===== src/hdl/mrc_pkg.sv =====
// ----------------------------------------------------------------------------
// mrc_pkg
// Shared types, character constants and the tag table for the modem
// response classifier.
// ----------------------------------------------------------------------------
package mrc_pkg;

    localparam int MAX_BYTES_DEF = 128;

    // Result codes
    typedef enum logic [2:0] {
        RES_EMPTY    = 3'd0,
        RES_OK       = 3'd1,
        RES_SENT     = 3'd2,
        RES_NOT_SENT = 3'd3,
        RES_ERROR    = 3'd4
    } t_result_code;

    // Number parser phase
    typedef enum logic [1:0] {
        NUM_SKIP   = 2'd0,
        NUM_DIGITS = 2'd1,
        NUM_DONE   = 2'd2
    } t_num_phase;

    // Characters
    localparam logic [7:0] CH_NUL   = 8'h00;
    localparam logic [7:0] CH_TAB   = 8'h09;
    localparam logic [7:0] CH_LF    = 8'h0A;
    localparam logic [7:0] CH_VT    = 8'h0B;
    localparam logic [7:0] CH_FF    = 8'h0C;
    localparam logic [7:0] CH_CR    = 8'h0D;
    localparam logic [7:0] CH_SPACE = 8'h20;
    localparam logic [7:0] CH_PLUS  = 8'h2B;
    localparam logic [7:0] CH_COMMA = 8'h2C;
    localparam logic [7:0] CH_MINUS = 8'h2D;
    localparam logic [7:0] CH_ZERO  = 8'h30;
    localparam logic [7:0] CH_NINE  = 8'h39;
    localparam logic [7:0] CH_O     = 8'h4F;
    localparam logic [7:0] CH_K     = 8'h4B;

    localparam logic [2:0] TAG_LEN = 3'd7;
    localparam logic [1:0] TOK_MAX = 2'd3;
    localparam logic [1:0] TOK_NUM = 2'd2;

    // Per-response scan state (byte counter lives in the scanner)
    typedef struct packed {
        logic        text_ended;
        logic        starts_with_cr;
        logic [1:0]  ok_prog;
        logic        ok_seen;
        logic [2:0]  tag_prog;
        logic        tag_seen;
        logic [1:0]  token_index;
        logic        inside_token;
        t_num_phase  num_phase;
        logic        num_negative;
        logic [15:0] num_value;
    } t_scan_state;

    // "+SBDIX:" by position
    function automatic logic [7:0] tag_char(input logic [2:0] idx);
        logic [7:0] c;
        unique case (idx)
            3'd0:    c = 8'h2B; // +
            3'd1:    c = 8'h53; // S
            3'd2:    c = 8'h42; // B
            3'd3:    c = 8'h44; // D
            3'd4:    c = 8'h49; // I
            3'd5:    c = 8'h58; // X
            3'd6:    c = 8'h3A; // :
            default: c = 8'h00;
        endcase
        return c;
    endfunction

endpackage


===== src/hdl/mrc_scan.sv =====
// ----------------------------------------------------------------------------
// mrc_scan
// Per-byte scanner: pattern matchers, tokenizer and number accumulator.
// ----------------------------------------------------------------------------
module mrc_scan #(
    parameter int MAX_BYTES = mrc_pkg::MAX_BYTES_DEF
) (
    input  logic                 i_clk,
    input  logic                 i_rst_n,
    input  logic                 i_advance,
    input  logic [7:0]           i_rx_byte,
    input  logic                 i_last_byte,
    output mrc_pkg::t_scan_state o_next
);

    localparam int POS_W = $clog2(MAX_BYTES + 1);
    localparam logic [POS_W-1:0] POS_LIMIT = POS_W'(MAX_BYTES);

    mrc_pkg::t_scan_state r_st, n_st;
    logic [POS_W-1:0]     r_pos, n_pos;
    logic                 w_digit, w_space, w_sep;
    logic [15:0]          w_dval;
    logic [1:0]           w_tok;

    assign w_digit = (i_rx_byte >= mrc_pkg::CH_ZERO) && (i_rx_byte <= mrc_pkg::CH_NINE);
    assign w_dval  = {12'd0, i_rx_byte[3:0]};
    assign w_space = (i_rx_byte == mrc_pkg::CH_SPACE) || (i_rx_byte == mrc_pkg::CH_TAB) ||
                     (i_rx_byte == mrc_pkg::CH_LF)    || (i_rx_byte == mrc_pkg::CH_VT)  ||
                     (i_rx_byte == mrc_pkg::CH_FF)    || (i_rx_byte == mrc_pkg::CH_CR);
    assign w_sep   = (i_rx_byte == mrc_pkg::CH_SPACE) || (i_rx_byte == mrc_pkg::CH_COMMA);

    always_comb begin
        n_st  = r_st;
        n_pos = r_pos;
        w_tok = r_st.token_index;
        if (!r_st.text_ended && (r_pos < POS_LIMIT)) begin
            if (i_rx_byte == mrc_pkg::CH_NUL) begin
                n_st.text_ended = 1'b1;
            end else begin
                if ((r_pos == '0) && (i_rx_byte == mrc_pkg::CH_CR)) begin
                    n_st.starts_with_cr = 1'b1;
                end
                n_pos = r_pos + POS_W'(1);

                // "OK\r"
                if ((r_st.ok_prog == 2'd2) && (i_rx_byte == mrc_pkg::CH_CR)) begin
                    n_st.ok_seen = 1'b1;
                    n_st.ok_prog = 2'd0;
                end else if (i_rx_byte == mrc_pkg::CH_O) begin
                    n_st.ok_prog = 2'd1;
                end else if ((r_st.ok_prog == 2'd1) && (i_rx_byte == mrc_pkg::CH_K)) begin
                    n_st.ok_prog = 2'd2;
                end else begin
                    n_st.ok_prog = 2'd0;
                end

                // "+SBDIX:" (all characters distinct, no overlap handling)
                if ((r_st.tag_prog < mrc_pkg::TAG_LEN) &&
                    (i_rx_byte == mrc_pkg::tag_char(r_st.tag_prog))) begin
                    if (r_st.tag_prog == mrc_pkg::TAG_LEN - 3'd1) begin
                        n_st.tag_seen = 1'b1;
                        n_st.tag_prog = 3'd0;
                    end else begin
                        n_st.tag_prog = r_st.tag_prog + 3'd1;
                    end
                end else begin
                    n_st.tag_prog = (i_rx_byte == mrc_pkg::CH_PLUS) ? 3'd1 : 3'd0;
                end

                // tokenizer + number on the second token
                if (w_sep) begin
                    n_st.inside_token = 1'b0;
                end else begin
                    if (!r_st.inside_token) begin
                        n_st.inside_token = 1'b1;
                        if (r_st.token_index != mrc_pkg::TOK_MAX) begin
                            w_tok = r_st.token_index + 2'd1;
                        end
                    end
                    n_st.token_index = w_tok;
                    if (w_tok == mrc_pkg::TOK_NUM) begin
                        unique case (r_st.num_phase)
                            mrc_pkg::NUM_SKIP: begin
                                if (w_space) begin
                                    n_st.num_phase = mrc_pkg::NUM_SKIP;
                                end else if ((i_rx_byte == mrc_pkg::CH_PLUS) ||
                                             (i_rx_byte == mrc_pkg::CH_MINUS)) begin
                                    n_st.num_negative = (i_rx_byte == mrc_pkg::CH_MINUS);
                                    n_st.num_phase    = mrc_pkg::NUM_DIGITS;
                                end else if (w_digit) begin
                                    n_st.num_value = w_dval;
                                    n_st.num_phase = mrc_pkg::NUM_DIGITS;
                                end else begin
                                    n_st.num_phase = mrc_pkg::NUM_DONE;
                                end
                            end
                            mrc_pkg::NUM_DIGITS: begin
                                if (w_digit) begin
                                    // value * 10 + digit, mod 2^16
                                    n_st.num_value = (r_st.num_value << 3) +
                                                     (r_st.num_value << 1) + w_dval;
                                end else begin
                                    n_st.num_phase = mrc_pkg::NUM_DONE;
                                end
                            end
                            default: begin
                                n_st.num_phase = r_st.num_phase;
                            end
                        endcase
                    end
                end
            end
        end
    end

    always_ff @(posedge i_clk) begin
        if (!i_rst_n) begin
            r_st  <= '0;
            r_pos <= '0;
        end else if (i_advance) begin
            if (i_last_byte) begin
                r_st  <= '0;
                r_pos <= '0;
            end else begin
                r_st  <= n_st;
                r_pos <= n_pos;
            end
        end
    end

    assign o_next = n_st;

endmodule


===== src/hdl/mrc_classify.sv =====
// ----------------------------------------------------------------------------
// mrc_classify
// Maps the scan state after the final byte to a result code.
// ----------------------------------------------------------------------------
module mrc_classify (
    input  mrc_pkg::t_scan_state  i_state,
    output mrc_pkg::t_result_code o_code
);

    logic [15:0] w_value;

    assign w_value = i_state.num_negative ? (16'd0 - i_state.num_value) : i_state.num_value;

    always_comb begin
        priority if (i_state.starts_with_cr) begin
            o_code = mrc_pkg::RES_EMPTY;
        end else if (i_state.ok_seen) begin
            o_code = mrc_pkg::RES_OK;
        end else if (i_state.tag_seen) begin
            if (i_state.token_index < mrc_pkg::TOK_NUM) begin
                o_code = mrc_pkg::RES_NOT_SENT;
            end else if (w_value <= 16'd2) begin
                o_code = mrc_pkg::RES_SENT;
            end else begin
                o_code = mrc_pkg::RES_NOT_SENT;
            end
        end else begin
            o_code = mrc_pkg::RES_ERROR;
        end
    end

endmodule


===== src/hdl/modem_response_classifier.sv =====
// ----------------------------------------------------------------------------
// modem_response_classifier
// Classifies a modem response byte stream into empty / ok / sent /
// not sent / error, one result per response on its final byte.
// ----------------------------------------------------------------------------
// The final byte is held in the input register, then its code is loaded
// into the result register, which drives o_out_valid.
// Throughput: one byte per cycle, except for the final-byte stall below.
// A pending result does not block non-final bytes; a final byte waits in
// the input register only while the previous result is still not taken.
// Reset: synchronous active-low i_rst_n clears all scan state and valids.
// ----------------------------------------------------------------------------
module modem_response_classifier #(
    parameter int MAX_BYTES = mrc_pkg::MAX_BYTES_DEF
) (
    input  logic       i_clk,
    input  logic       i_rst_n,
    // byte request channel
    input  logic       i_in_valid,
    output logic       o_in_ready,
    input  logic [7:0] i_rx_byte,
    input  logic       i_last_byte,
    // result request channel
    output logic       o_out_valid,
    input  logic       i_out_ready,
    output logic [2:0] o_result_code
);

    // input register
    logic       r_in_valid;
    logic [7:0] r_in_byte;
    logic       r_in_last;

    // result register
    logic                  r_out_valid;
    mrc_pkg::t_result_code r_out_code;

    logic                  w_advance;
    mrc_pkg::t_scan_state  w_next;
    mrc_pkg::t_result_code w_code;

    // The held byte moves on unless it is a final byte and the result
    // register is still occupied by an untaken result.
    assign w_advance  = r_in_valid && (!r_in_last || !r_out_valid || i_out_ready);
    assign o_in_ready = !r_in_valid || w_advance;

    always_ff @(posedge i_clk) begin
        if (!i_rst_n) begin
            r_in_valid <= 1'b0;
        end else if (o_in_ready) begin
            r_in_valid <= i_in_valid;
        end
    end

    always_ff @(posedge i_clk) begin
        if (o_in_ready && i_in_valid) begin
            r_in_byte <= i_rx_byte;
            r_in_last <= i_last_byte;
        end
    end

    mrc_scan #(
        .MAX_BYTES (MAX_BYTES)
    ) u_scan (
        .i_clk       (i_clk),
        .i_rst_n     (i_rst_n),
        .i_advance   (w_advance),
        .i_rx_byte   (r_in_byte),
        .i_last_byte (r_in_last),
        .o_next      (w_next)
    );

    mrc_classify u_classify (
        .i_state (w_next),
        .o_code  (w_code)
    );

    // result register: loads on a final byte, clears when taken
    always_ff @(posedge i_clk) begin
        if (!i_rst_n) begin
            r_out_valid <= 1'b0;
        end else if (w_advance && r_in_last) begin
            r_out_valid <= 1'b1;
        end else if (i_out_ready) begin
            r_out_valid <= 1'b0;
        end
    end

    always_ff @(posedge i_clk) begin
        if (w_advance && r_in_last) begin
            r_out_code <= w_code;
        end
    end

    assign o_out_valid   = r_out_valid;
    assign o_result_code = r_out_code;

    // ------------------------------------------------------------------
    // Assertions
    // ------------------------------------------------------------------
    a_nonlast_flows: assert property (@(posedge i_clk) disable iff (!i_rst_n)
        (r_in_valid && !r_in_last) |-> w_advance)
        else $error("non-final byte stalled in input register");

    a_no_overwrite: assert property (@(posedge i_clk) disable iff (!i_rst_n)
        (r_out_valid && !i_out_ready) |-> !(w_advance && r_in_last))
        else $error("pending result overwritten");

    a_final_gives_result: assert property (@(posedge i_clk) disable iff (!i_rst_n)
        (w_advance && r_in_last) |=> o_out_valid)
        else $error("final byte produced no result");

endmodule


===== config.mk =====
export PLATFORM = sky130hd
export DESIGN_NAME = modem_response_classifier
export DESIGN_NICKNAME = d
export VERILOG_FILES = /design/src/hdl/mrc_pkg.sv /design/src/hdl/mrc_scan.sv /design/src/hdl/mrc_classify.sv /design/src/hdl/modem_response_classifier.sv
export SDC_FILE = /design/constraint.sdc
export NUM_CORES = 1
export LEC_CHECK = 0
export ABC_AREA = 1
export BUFFER_PORTS_ARGS = -buffer_cell sky130_fd_sc_hd__buf_2
export CORE_MARGIN = 2
export CORE_UTILIZATION = 55
export CTS_CLUSTER_SIZE = 30
export DETAILED_ROUTE_END_ITERATION = 16
export PLACE_DENSITY = 0.72
export SYNTH_ARGS = -nofsm -noshare
export SYNTH_HDL_FRONTEND = slang
export SYNTH_SLANG_ARGS = --single-unit

===== constraint.sdc =====
create_clock -name i_clk -period 6.8 [get_ports i_clk]
set_input_delay 1.36 -clock i_clk [delete_from_list [all_inputs] [get_ports i_clk]]
set_output_delay 1.36 -clock i_clk [all_outputs]
set_load 0.01 [all_outputs]

# Yosys cells after proc, flatten, opt, wreduce, memory -nomap -nowiden
# Cells that the tools add are included.
[totals] input_bits=13 elab_cells=143 register_bits=53
[classes] n_lt_le_gt_ge=6 addsub=6 mux=48 n_eq_ne=26 reduce_logical=37 n_bitwise=1
[ops] cell="$mux 16" n=4
[ops] cell="$mux 31" n=2
[ops] cell="$pmux 7 s7" n=1
[ops] cell="$eq 8x4->1 const B" n=5
[ops] cell="$mux 8" n=5
[ops] cell="$mux 19" n=2
[ops] cell="$eq 8x6->1 const B" n=4
[ops] cell="$pmux 16 s2" n=1
[ops] cell="$mux 30" n=1
[ops] cell="$mux 2" n=13
[ops] cell="$mux 17" n=1
[ops] cell="$add 16x16->16" n=1
[ops] cell="$add 16x4->16" n=1
[ops] cell="$eq 8x7->1 const B" n=2
[ops] cell="$le 16x2->1 const B" n=1
[ops] cell="$logic_not 8->1" n=2
[ops] cell="$sub 1x16->16 const A" n=1
[ops] cell="$mux 1" n=13
[ops] cell="$mux 3" n=4
[ops] cell="$logic_or 1x1->1" n=10
[ops] cell="$eq 3x3->1 const B" n=3
[ops] cell="$logic_and 1x1->1" n=9
[ops] cell="$add 8x1->8 const B" n=1
[ops] cell="$eq 8x8->1" n=1
[ops] cell="other kinds (24)" n=36

# Longest topological paths before layout
# Gate-level depths: netlist of the first run.
[depth] word_depth=19 ltp_mapped=27

# Modules after synthesis
# Synthesis of the first run repeated with hierarchy kept, for this count alone.
[hier_totals] hier_cells=752 area_unflattened_um2=4723.3
[modules_own_cells] mod="mrc_scan" cells_each=590 seq_area_each_um2=780.7 n_inst=1 area_each_um2=3619.7
[modules_own_cells] mod="mrc_classify" cells_each=132 seq_area_each_um2=0.0 n_inst=1 area_each_um2=624.3
[modules_own_cells] mod="modem_response_classifier" cells_each=30 seq_area_each_um2=400.4 n_inst=1 area_each_um2=479.2

# Worst setup path before layout of the first run
# No wires, ideal clock.
[synth_path] path_kind="flip-flop to flip-flop" start="reg r_in_byte[3]" end="reg r_out_code[0], in the netlist o_result_code[0] (data pin)" synth_period_minus_slack_ns=3.118 setup_time_ns=0.272 t_arrival_ns=2.846 required_time_ns=6.528 stages_incl_launch_ff=26 setup_slack_ns=3.682 path_buffers=0 path_cell_list="edfxtp_1 -> inv_1 -> fa_1 -> fa_1 -> inv_1 -> nand3_1 -> nand2_1 -> nand2_1 -> nand2_1 -> nand2_1 -> nand2_1 -> nand2_1 -> nand3_1 -> nand2_1 -> nand2_1 -> nand2_1 -> inv_1 -> nand2_1 -> nor2_1 -> nand3_1 -> nand2_1 -> nand2_1 -> nand2_1 -> nand4_1 -> nand2_1 -> a21oi_2"
[synth_via] elab_chain_cells=19
[synth_lines] item="start, declared" line_no="modem_response_classifier.sv:31" rtl="logic [7:0] r_in_byte;"
[synth_lines] item="start signal, assigned" line_no="modem_response_classifier.sv:57" rtl="r_in_byte <= i_rx_byte;"
[synth_lines] item="branches (longest 10 deep; another with $ge 8x6->1)"
[synth_lines] item="$mux 30 (*)" line_no="mrc_scan.sv:37" rtl="if (i_rx_byte == mrc_pkg::CH_NUL) begin"
[synth_lines] item="$mux 31 (*)" line_no="mrc_scan.sv:36" rtl="if (!r_st.text_ended && (r_pos < POS_LIMIT)) begin"
[synth_lines] item="$sub 1x16->16" line_no="mrc_classify.sv:12" rtl="assign w_value = i_state.num_negative ? (16'd0 - i_state.num_value) : i_state.num_value;"
[synth_lines] item="$mux 16" line_no="mrc_classify.sv:12"
[synth_lines] item="$le 16x2->1" line_no="mrc_classify.sv:22" rtl="end else if (w_value <= 16'd2) begin"
[synth_lines] item="$mux 1" line_no="mrc_classify.sv:22"
[synth_lines] item="$mux 3" line_no="mrc_classify.sv:20" rtl="if (i_state.token_index < mrc_pkg::TOK_NUM) begin"
[synth_lines] item="$mux 3" line_no="mrc_classify.sv:19" rtl="end else if (i_state.tag_seen) begin"
[synth_lines] item="$mux 1" line_no="mrc_classify.sv:17" rtl="end else if (i_state.ok_seen) begin"
[synth_lines] item="end signal, assigned" line_no="modem_response_classifier.sv:91" rtl="r_out_code <= w_code;"
[synth_lines] item="end, declared" line_no="modem_response_classifier.sv:36" rtl="mrc_pkg::t_result_code r_out_code;"
# Every way passes the cells marked *. The select of a mux whose other input is x is not followed.
# A chain may end at the register's enable or synchronous reset.

# Worst setup path in the final report of the first run
[layout_path] start="in i_out_ready" end="reg u_scan.r_pos[7]"
[layout_via] elab_chain_cells=3
[layout_lines] item="start, declared" line_no="modem_response_classifier.sv:25" rtl="input logic i_out_ready,"
[layout_lines] item="$logic_or 1x1->1" line_no="modem_response_classifier.sv:44" rtl="assign w_advance = r_in_valid && (!r_in_last || !r_out_valid || i_out_ready);"
[layout_lines] item="$logic_and 1x1->1" line_no="modem_response_classifier.sv:44"
[layout_lines] item="$reduce_and 3->1 (no source line)"
[layout_lines] item="end signal, assigned" line_no="mrc_scan.sv:126" rtl="r_pos <= n_pos;"
[layout_lines] item="end, declared" line_no="mrc_scan.sv:20" rtl="logic [POS_W-1:0] r_pos, n_pos;"
# Every way passes these cells.

==> results by group, run 1 <==
Synthesis
  • Number of instances in the synthesized netlist: 761
  • Net Count, Synth: 806
  • Part of the Yosys area used for sequential elements: 25.4%
  • Main flop type after synthesis: sky130_fd_sc_hd__dfxtp_1
  • Syn. warnings: 0
  • Ranking of synthesized cells by area: sky130_fd_sc_hd__nand2_1 21%, sky130_fd_sc_hd__dfxtp_1 18%, sky130_fd_sc_hd__inv_1 8.6%
  • Async set-reset flop share out of synthesis: 0%
  • Post-synthesis cell area: 4650 µm²
  • Number of enable-type register cells in the synthesized netlist: 12
  • Synth Register Bits: 53
  • Count of distinct cell types in the synthesized netlist: 44
  • Library cell occupying the most area in the post-synthesis netlist: sky130_fd_sc_hd__nand2_1
  • Yosys top cell area share: 20.6%
  • Synthesized area divided by synthesized cell count: 6.11 µm²

Clocking
  • Clock buffer count from CTS: 5
  • Number of buffers on the longest clock path: 2
  • Clk pin slew, worst setup/hold paths: 110 ps
  • Post-cts repair resize count: 0
  • CTS Sinks: 53
  • Clock latency at the later pin of the worst-skew pair: 320 ps
  • Post-CTS Hold Buffers: 0
  • Clock tree from TritonCTS: done
  • Post CTS Setup Buffer Count: 0
  • Clock Root Buffer: sky130_fd_sc_hd__clkbuf_8
  • Number of H-tree branching levels: 2

Global route
  • Vias in the first global route: 4,731
  • Largest net degree at the start of global routing: 27
  • Initial antenna violation count: 0
  • Gr ovfl total: 0
  • First-pass GRT wire length: 20,600 µm
  • GRT Resource Usage Total: 28.1%

Place
  • Half-perimeter wire length of the detailed placement result: 9360 µm
  • Routability congestion estimate: 0.968
  • Buffers on Ports: 17

Cells and area
  • Core utilization of the finished layout: 59.5%
  • Number of nets at the end of the flow: 816
  • Highest-count cells in the layout ignoring fill and taps: 255 x sky130_fd_sc_hd__nand2_1, 106 x sky130_fd_sc_hd__inv_1, 63 x sky130_fd_sc_hd__nand3_1
  • Area added between synthesis and finish: 5.11%
  • Fraction of final layout cells with drive strength greater than 1: 8.29%
  • Antenna Cells: 0
  • Most frequent standard cell in the layout excluding fill and tap cells: sky130_fd_sc_hd__nand2_1

Pwr
  • Total leakage power: 2.52 nW
  • Clock Power Share: 32.9%
  • IR drop worst, VDD: 0.0000816 V
  • Sequential share of power: 54.8%
  • Total internal power: 0.428 mW
  • Switching power summed over all nets: 0.184 mW
  • Total power density per cell area: 125 nW/µm²
  • Share of power burned in combinational logic: 12.3%
  • Switching Share: 30.1%

STA
  • Post-route fraction of the period consumed by the critical path: 58.9%
  • Headroom to the max-slew limit: 39.0%
  • Final Max Slew Viols: 0
  • Final setup violation count: 0
  • Peak Freq: 250 MHz
  • Least-Margin Pin Slew: 912 ps
  • Final sum of negative setup slack: 0 ps
  • Min Tclk post-route: 4000 ps
  • Final Skew: 9.77 ps
  • Setup repair after global routing missed its margin: no
  • Final Hold Fails: 0

Route
  • Post-detailed-routing wire length: 12,000 µm
  • Total number of vias: 4,856
  • Residual DRC: 0
  • Iter 0 DRT Violations: 307
  • Count of TritonRoute iterations in the first routing pass: 5
  • Post-detailed-route wirelength per cell: 13.7 µm
  • Antenna Nets Post-Route: 0
  • Via density: 5.54

Die
  • Die span in y: 96.0 µm
  • Effective utilization at floorplan: 56.6%
  • Die Footprint: 9210 µm²
  • Horiz. Die Dim: 96.0 µm
  • I/O pin cnt: 18
  • Core Region: 8220 µm²
  • Number of placement rows: 33

Worst setup path
  • Maximum fanout encountered on the critical timing path: 23
  • Path depth of the worst reg2reg path: 16
  • Critical path start-end classification: input pin to register
  • Source of the critical timing path: i_out_ready
  • Element type at the critical path end: register
  • Timing endpoint of the critical path: u_scan.r_pos[7]$_SDFFE_PN0P_
  • Register-to-register setup slack: 3120 ps
  • Startpoint of the most critical register-to-register path: r_in_byte[1]$_DFFE_PP_
  • Crit path required time: 7020 ps
  • Terminus of the critical flop-to-flop path: o_result_code[0]$_SDFFCE_PP0P_
  • Critical Path Start Type: input pin
  • Crit path arrival time: 4230 ps

Hold path
  • Min-delay worst type: register to register

Outcome
  • Run status: finished clean

Flow run
  • Count of maximum capacitance violations: 0
## power by group through the flow
stage                     Clock (mW)  Combinational, mW  Sequential [mW]
after floorplan                    0             0.0561            0.340
after global placement             0             0.0715            0.343
after detailed placement           0             0.0742            0.343
after CTS                      0.203             0.0745            0.336
after global routing           0.213             0.0851            0.337
final                          0.201             0.0754            0.336
## per-stage QoR
step | hold slack, ps | instances | total power [mW] | setup slack, ps | cell area, µm²
after floorplan | 434 | 761 | 0.396 | 3680 | 4650
after global placement | 445 | 869 | 0.414 | 2620 | 4790
after detailed placement | 451 | 869 | 0.417 | 2460 | 4790
after CTS | 472 | 877 | 0.613 | 2780 | 4890
after global routing | 504 | 877 | 0.635 | 2400 | 4890
final | 472 | 877 | 0.613 | 2800 | 4890
## registers in the layout, indices dropped and copies added, names as in the netlist
register and cells:
u_scan.r_st 31, r_in_valid 1, r_in_byte 8, o_result_code 3, o_out_valid 1, r_in_last 1
u_scan.r_pos 8
## Yosys cell counts, drive strengths merged, types with 2 or more instances
master	number
a211oi	2
a21oi	53
a31oi	2
buf	6
clkbuf	9
clkinv	3
dfxtp	41
edfxtp	12
fa	2
ha	30
inv	114
nand2	265
nand3	68
nand3b	6
nand4	14
nor2	72
nor3	11
nor4	3
o211ai	6
o21ai	26
or2	2
xor2	6
## worst min path at each step
stage / from / to / slack, ps / cells after the start
final: u_scan.r_st[22]$_SDFFE_PN0P_ / u_scan.r_st[22]$_SDFFE_PN0P_ / 470 / 2
after floorplan: u_scan.r_st[22]$_SDFFE_PN0P_ / u_scan.r_st[22]$_SDFFE_PN0P_ / 430 / 2
after CTS: u_scan.r_st[22]$_SDFFE_PN0P_ / u_scan.r_st[22]$_SDFFE_PN0P_ / 470 / 2
after global placement: u_scan.r_st[22]$_SDFFE_PN0P_ / u_scan.r_st[22]$_SDFFE_PN0P_ / 440 / 2
after detailed placement: u_scan.r_st[22]$_SDFFE_PN0P_ / u_scan.r_st[22]$_SDFFE_PN0P_ / 450 / 2
after global routing: u_scan.r_st[22]$_SDFFE_PN0P_ / u_scan.r_st[22]$_SDFFE_PN0P_ / 500 / 2
## worst max-delay path, stage by stage
cell                      delay [ps]
sky130_fd_sc_hd__buf_2            90
sky130_fd_sc_hd__nor2_1          180
sky130_fd_sc_hd__nand2_1          80
sky130_fd_sc_hd__nand2_1         610
sky130_fd_sc_hd__inv_1           210
sky130_fd_sc_hd__nand2_1         130
sky130_fd_sc_hd__inv_1           110
sky130_fd_sc_hd__nor2_1          580
sky130_fd_sc_hd__inv_1           300
sky130_fd_sc_hd__nand4_1         210
sky130_fd_sc_hd__nor2_1           80
sky130_fd_sc_hd__nand3_1          70
sky130_fd_sc_hd__inv_1            50
sky130_fd_sc_hd__a21oi_1         120
sky130_fd_sc_hd__nor2_1           50
## per-layer routing
layer	vias to the layer above	wire, µm	global-route usage (%)
met2	140	6050	52.0
met1	2219	5160	33.2
li1	2466	-	-
met3	31	464	2.74
met4	0	339	11.0
met5	-	0	0
## kinds of logic after synthesis
logic type      after synthesis  synth area share (%)
xor+xnor                      6                  1.13
fa+ha+maj                    32                  8.93
buf+inv                     132                  11.3
flops                        53                  25.4
simple gates                442                  41.6
compound gates               96                  11.6
## final cells by class
| cell class | instances | area [µm²] |
|---|---|---|
| clock inverter | 3 | 28.8 |
| multi-input combinational | 576 | 2950 |
| tap | 105 | 131 |
| clock buffer | 5 | 68.8 |
| timing repair buffer | 18 | 92.6 |
| fill | 829 | 3330 |
| inverter | 117 | 442 |
| sequential | 53 | 1180 |
No activity file was read; power rests on OpenSTA's default activity.
==> run 2: changes to the inputs <==
Clock period 6.8 ns to 3.7 ns, I/O delays scaled along.
==> results by group, run 2 (same netlist as run 1, synthesis figures left out) <==
Outcome
  • Run status: finished clean

STA
  • Final Skew: 9.83 ps (+0.0679 ps)
  • Final setup violation count: 0 (unchanged)
  • Headroom to the max-slew limit: 41.6% (+2.6 points)
  • Post-route fraction of the period consumed by the critical path: 92.1%
  • Least-Margin Pin Slew: 870 ps (-41.6 ps)
  • Peak Freq: 293 MHz
  • Min Tclk post-route: 3410 ps
  • Final Max Slew Viols: 0 (unchanged)
  • Setup repair after global routing missed its margin: no
  • Final sum of negative setup slack: 0 ps (unchanged)
  • Slack of the critical path: 291 ps (-2500 ps)
  • Final Hold Fails: 0 (unchanged)

Place
  • Half-perimeter wire length of the detailed placement result: 9090 µm (-2.9%)
  • Post-placement cell area: 4820 µm² (+0.63%)
  • Buffers on Ports: 17 (unchanged)
  • Routability congestion estimate: 0.883 (-8.8%)
  • Worst slack after detailed placement: 138 ps (-2320 ps)

Route
  • Via density: 5.43 (-1.9%)
  • Post-detailed-routing wire length: 12,100 µm (+0.53%)
  • Antenna Nets Post-Route: 0 (unchanged)
  • Residual DRC: 0 (unchanged)
  • Count of TritonRoute iterations in the first routing pass: 5 (unchanged)
  • Total number of vias: 4,809 (-0.97%)
  • Post-detailed-route wirelength per cell: 13.6 µm (-0.38%)
  • Iter 0 DRT Violations: 275 (-10%)

Global route
  • First-pass GRT wire length: 20,200 µm (-2.0%)
  • Vias in the first global route: 4,543 (-4.0%)
  • Largest net degree at the start of global routing: 27 (unchanged)
  • Initial antenna violation count: 0 (unchanged)
  • GRT Resource Usage Total: 27.9% (-0.14 points)
  • Gr ovfl total: 0 (unchanged)

Worst setup path
  • Path depth of the worst reg2reg path: 21 (+5)
  • Number of buffer and inverter stages on the critical path: 2 (-3)
  • Crit path arrival time: 3480 ps (-750 ps)
  • Slowest stage cell, crit path: sky130_fd_sc_hd__fa_2
  • Critical path cell sequence: inv_2 > fa_2 > fa_2 > inv_1 > nand3_1 > nand2_2 > nand2_1 > nand3b_1 > nand3_1 > a21oi_4 > nor2_1 > nand3_1 > nand2_1 > nand2_1 > nand2_1 > nor2_1 > nand2_1 > nor2_1 > nand4_1 > nand2_1 > a21oi_2
  • Source of the critical timing path: r_in_byte[3]$_DFFE_PP_
  • Cell family with most CP delay: simple AND/OR/NAND/NOR gates
  • Crit path required time: 3770 ps (-3250 ps)
  • Register-to-register setup slack: 290 ps (-2830 ps)
  • Number of gates on the worst path with buffers counted: 21 (+6)
  • Timing endpoint of the critical path: o_result_code[0]$_SDFFCE_PP0P_
  • Element type at the critical path end: register
  • Maximum fanout encountered on the critical timing path: 4 (-83%)
  • Max incr delay on CP: 470 ps (-140 ps)
  • Critical Path Start Type: register
  • Terminus of the critical flop-to-flop path: o_result_code[0]$_SDFFCE_PP0P_
  • Critical path start-end classification: register to register
  • Worst path most repeated cell: sky130_fd_sc_hd__nand2_1
  • Startpoint of the most critical register-to-register path: r_in_byte[3]$_DFFE_PP_

Clocking
  • Clock latency at the later pin of the worst-skew pair: 330 ps (about the same)
  • CTS Sinks: 53 (unchanged)
  • Number of buffers on the longest clock path: 2 (unchanged)
  • Clk pin slew, worst setup/hold paths: 120 ps (about the same)
  • Clock Root Buffer: sky130_fd_sc_hd__clkbuf_8
  • Clock buffer count from CTS: 5 (unchanged)
  • Clock tree from TritonCTS: done
  • Number of H-tree branching levels: 2 (unchanged)

Cells and area
  • Total non-filler cell area in the finished layout: 4990 µm² (+2.0%)
  • Number of nets at the end of the flow: 824 (+0.98%)
  • Area of the multi-input gates: 2980 µm² (+1.2%)
  • Area of all sequential standard cells: 1180 µm² (+0.11%)
  • Most frequent standard cell in the layout excluding fill and tap cells: sky130_fd_sc_hd__nand2_1
  • Area added between synthesis and finish: 7.21%
  • Registers with the highest flip-flop counts: u_scan.r_st x31, r_in_byte x8, u_scan.r_pos x8
  • Antenna Cells: 0 (unchanged)
  • Highest-count cells in the layout ignoring fill and taps: 251 x sky130_fd_sc_hd__nand2_1, 105 x sky130_fd_sc_hd__inv_1, 63 x sky130_fd_sc_hd__nand3_1
  • Fraction of final layout cells with drive strength greater than 1: 10.5% (+2.2 points)
  • Number of flip-flops in the largest register: 31 (unchanged)
  • Top register by number of flip-flops: u_scan.r_st
  • Final-layout fill cell count: 805 (-2.9%)

Pwr
  • IR drop worst, VDD: 0.000179 V (+120%)
  • Total power density per cell area: 229 nW/µm² (+83%)
  • Switching power summed over all nets: 0.350 mW (+90%)
  • Share of power burned in combinational logic: 12.8% (+0.5 points)
  • Sequential share of power: 54.0% (-0.8 points)
  • Switching Share: 30.7% (+0.55 points)
  • Clock Power Share: 33.2% (+0.3 points)
  • Total leakage power: 2.56 nW (+1.6%)
  • Total internal power: 0.792 mW (+85%)

Die
  • I/O pin cnt: 18 (unchanged)
  • Number of placement rows: 33 (unchanged)
  • Horiz. Die Dim: 96.0 µm (unchanged)
  • Core Region: 8220 µm² (unchanged)
  • Die span in y: 96.0 µm (unchanged)
  • Die Footprint: 9210 µm² (unchanged)
  • Effective utilization at floorplan: 56.6% (unchanged)

Flow run
  • Count of maximum capacitance violations: 0 (unchanged)

Hold path
  • Min-delay worst type: register to register
[run 2: cell type report]
type | count | area share, %
clock inverters | 3 | 0.577
multi-input cells | 576 | 59.8
inverters | 117 | 8.86
repair buffers | 26 | 3.06
well taps | 105 | 2.63
flip-flops and latches | 53 | 23.7
clock buffers | 5 | 1.38
[run 2: layer usage]
layer | track usage, % | up-vias | wire length (µm)
met5 | 0 | - | 0
met4 | 11.7 | 0 | 378
met3 | 2.82 | 27 | 374
met2 | 51.7 | 107 | 5930
met1 | 32.6 | 2185 | 5380
li1 | - | 2490 | -
[run 2: tightest hold or removal path, stage by stage (launching register included)]
cell and delay [ps]:
sky130_fd_sc_hd__dfxtp_1 320, sky130_fd_sc_hd__inv_1 60, sky130_fd_sc_hd__a211oi_1 60
[run 2: metrics by stage]
step	hold slack (ps)	utilization, %	cells	power, mW
2_1_floorplan	434	-	761	0.728
3_3_place_gp	450	58.7	873	0.767
3_5_place_dp	455	58.7	873	0.771
4_1_cts	473	59.9	881	1.14
5_1_grt	496	60.7	885	1.18
6_report	472	60.7	885	1.14
[run 2: worst min-delay path by stage]
| stage | from | slack [ps] | depth (start not counted) | endpoint |
|---|---|---|---|---|
| floorplan | u_scan.r_st[22]$_SDFFE_PN0P_ | 430 | 2 | u_scan.r_st[22]$_SDFFE_PN0P_ |
| global placement | u_scan.r_st[22]$_SDFFE_PN0P_ | 450 | 2 | u_scan.r_st[22]$_SDFFE_PN0P_ |
| detailed placement | u_scan.r_st[28]$_SDFFE_PN0P_ | 450 | 2 | u_scan.r_st[28]$_SDFFE_PN0P_ |
| CTS | u_scan.r_st[28]$_SDFFE_PN0P_ | 470 | 2 | u_scan.r_st[28]$_SDFFE_PN0P_ |
| global route | u_scan.r_st[22]$_SDFFE_PN0P_ | 500 | 2 | u_scan.r_st[22]$_SDFFE_PN0P_ |
| finish | u_scan.r_st[22]$_SDFFE_PN0P_ | 470 | 2 | u_scan.r_st[22]$_SDFFE_PN0P_ |
[run 2: power by group through the flow]
stage          clock network, mW  registers [mW]  logic [mW]
2_1_floorplan                  0           0.625       0.103
3_3_place_gp                   0           0.629       0.138
3_5_place_dp                   0           0.630       0.141
4_1_cts                    0.384           0.617       0.141
5_1_grt                    0.396           0.618       0.166
6_report                   0.379           0.617       0.147
[run 2: repair_timing]
action | in CTS | in global routing
endpoints found under the setup margin | 0 | 1
gates resized for setup | 0 | 12
hold buffers | 0 | 0
buffers inserted | 0 | 4
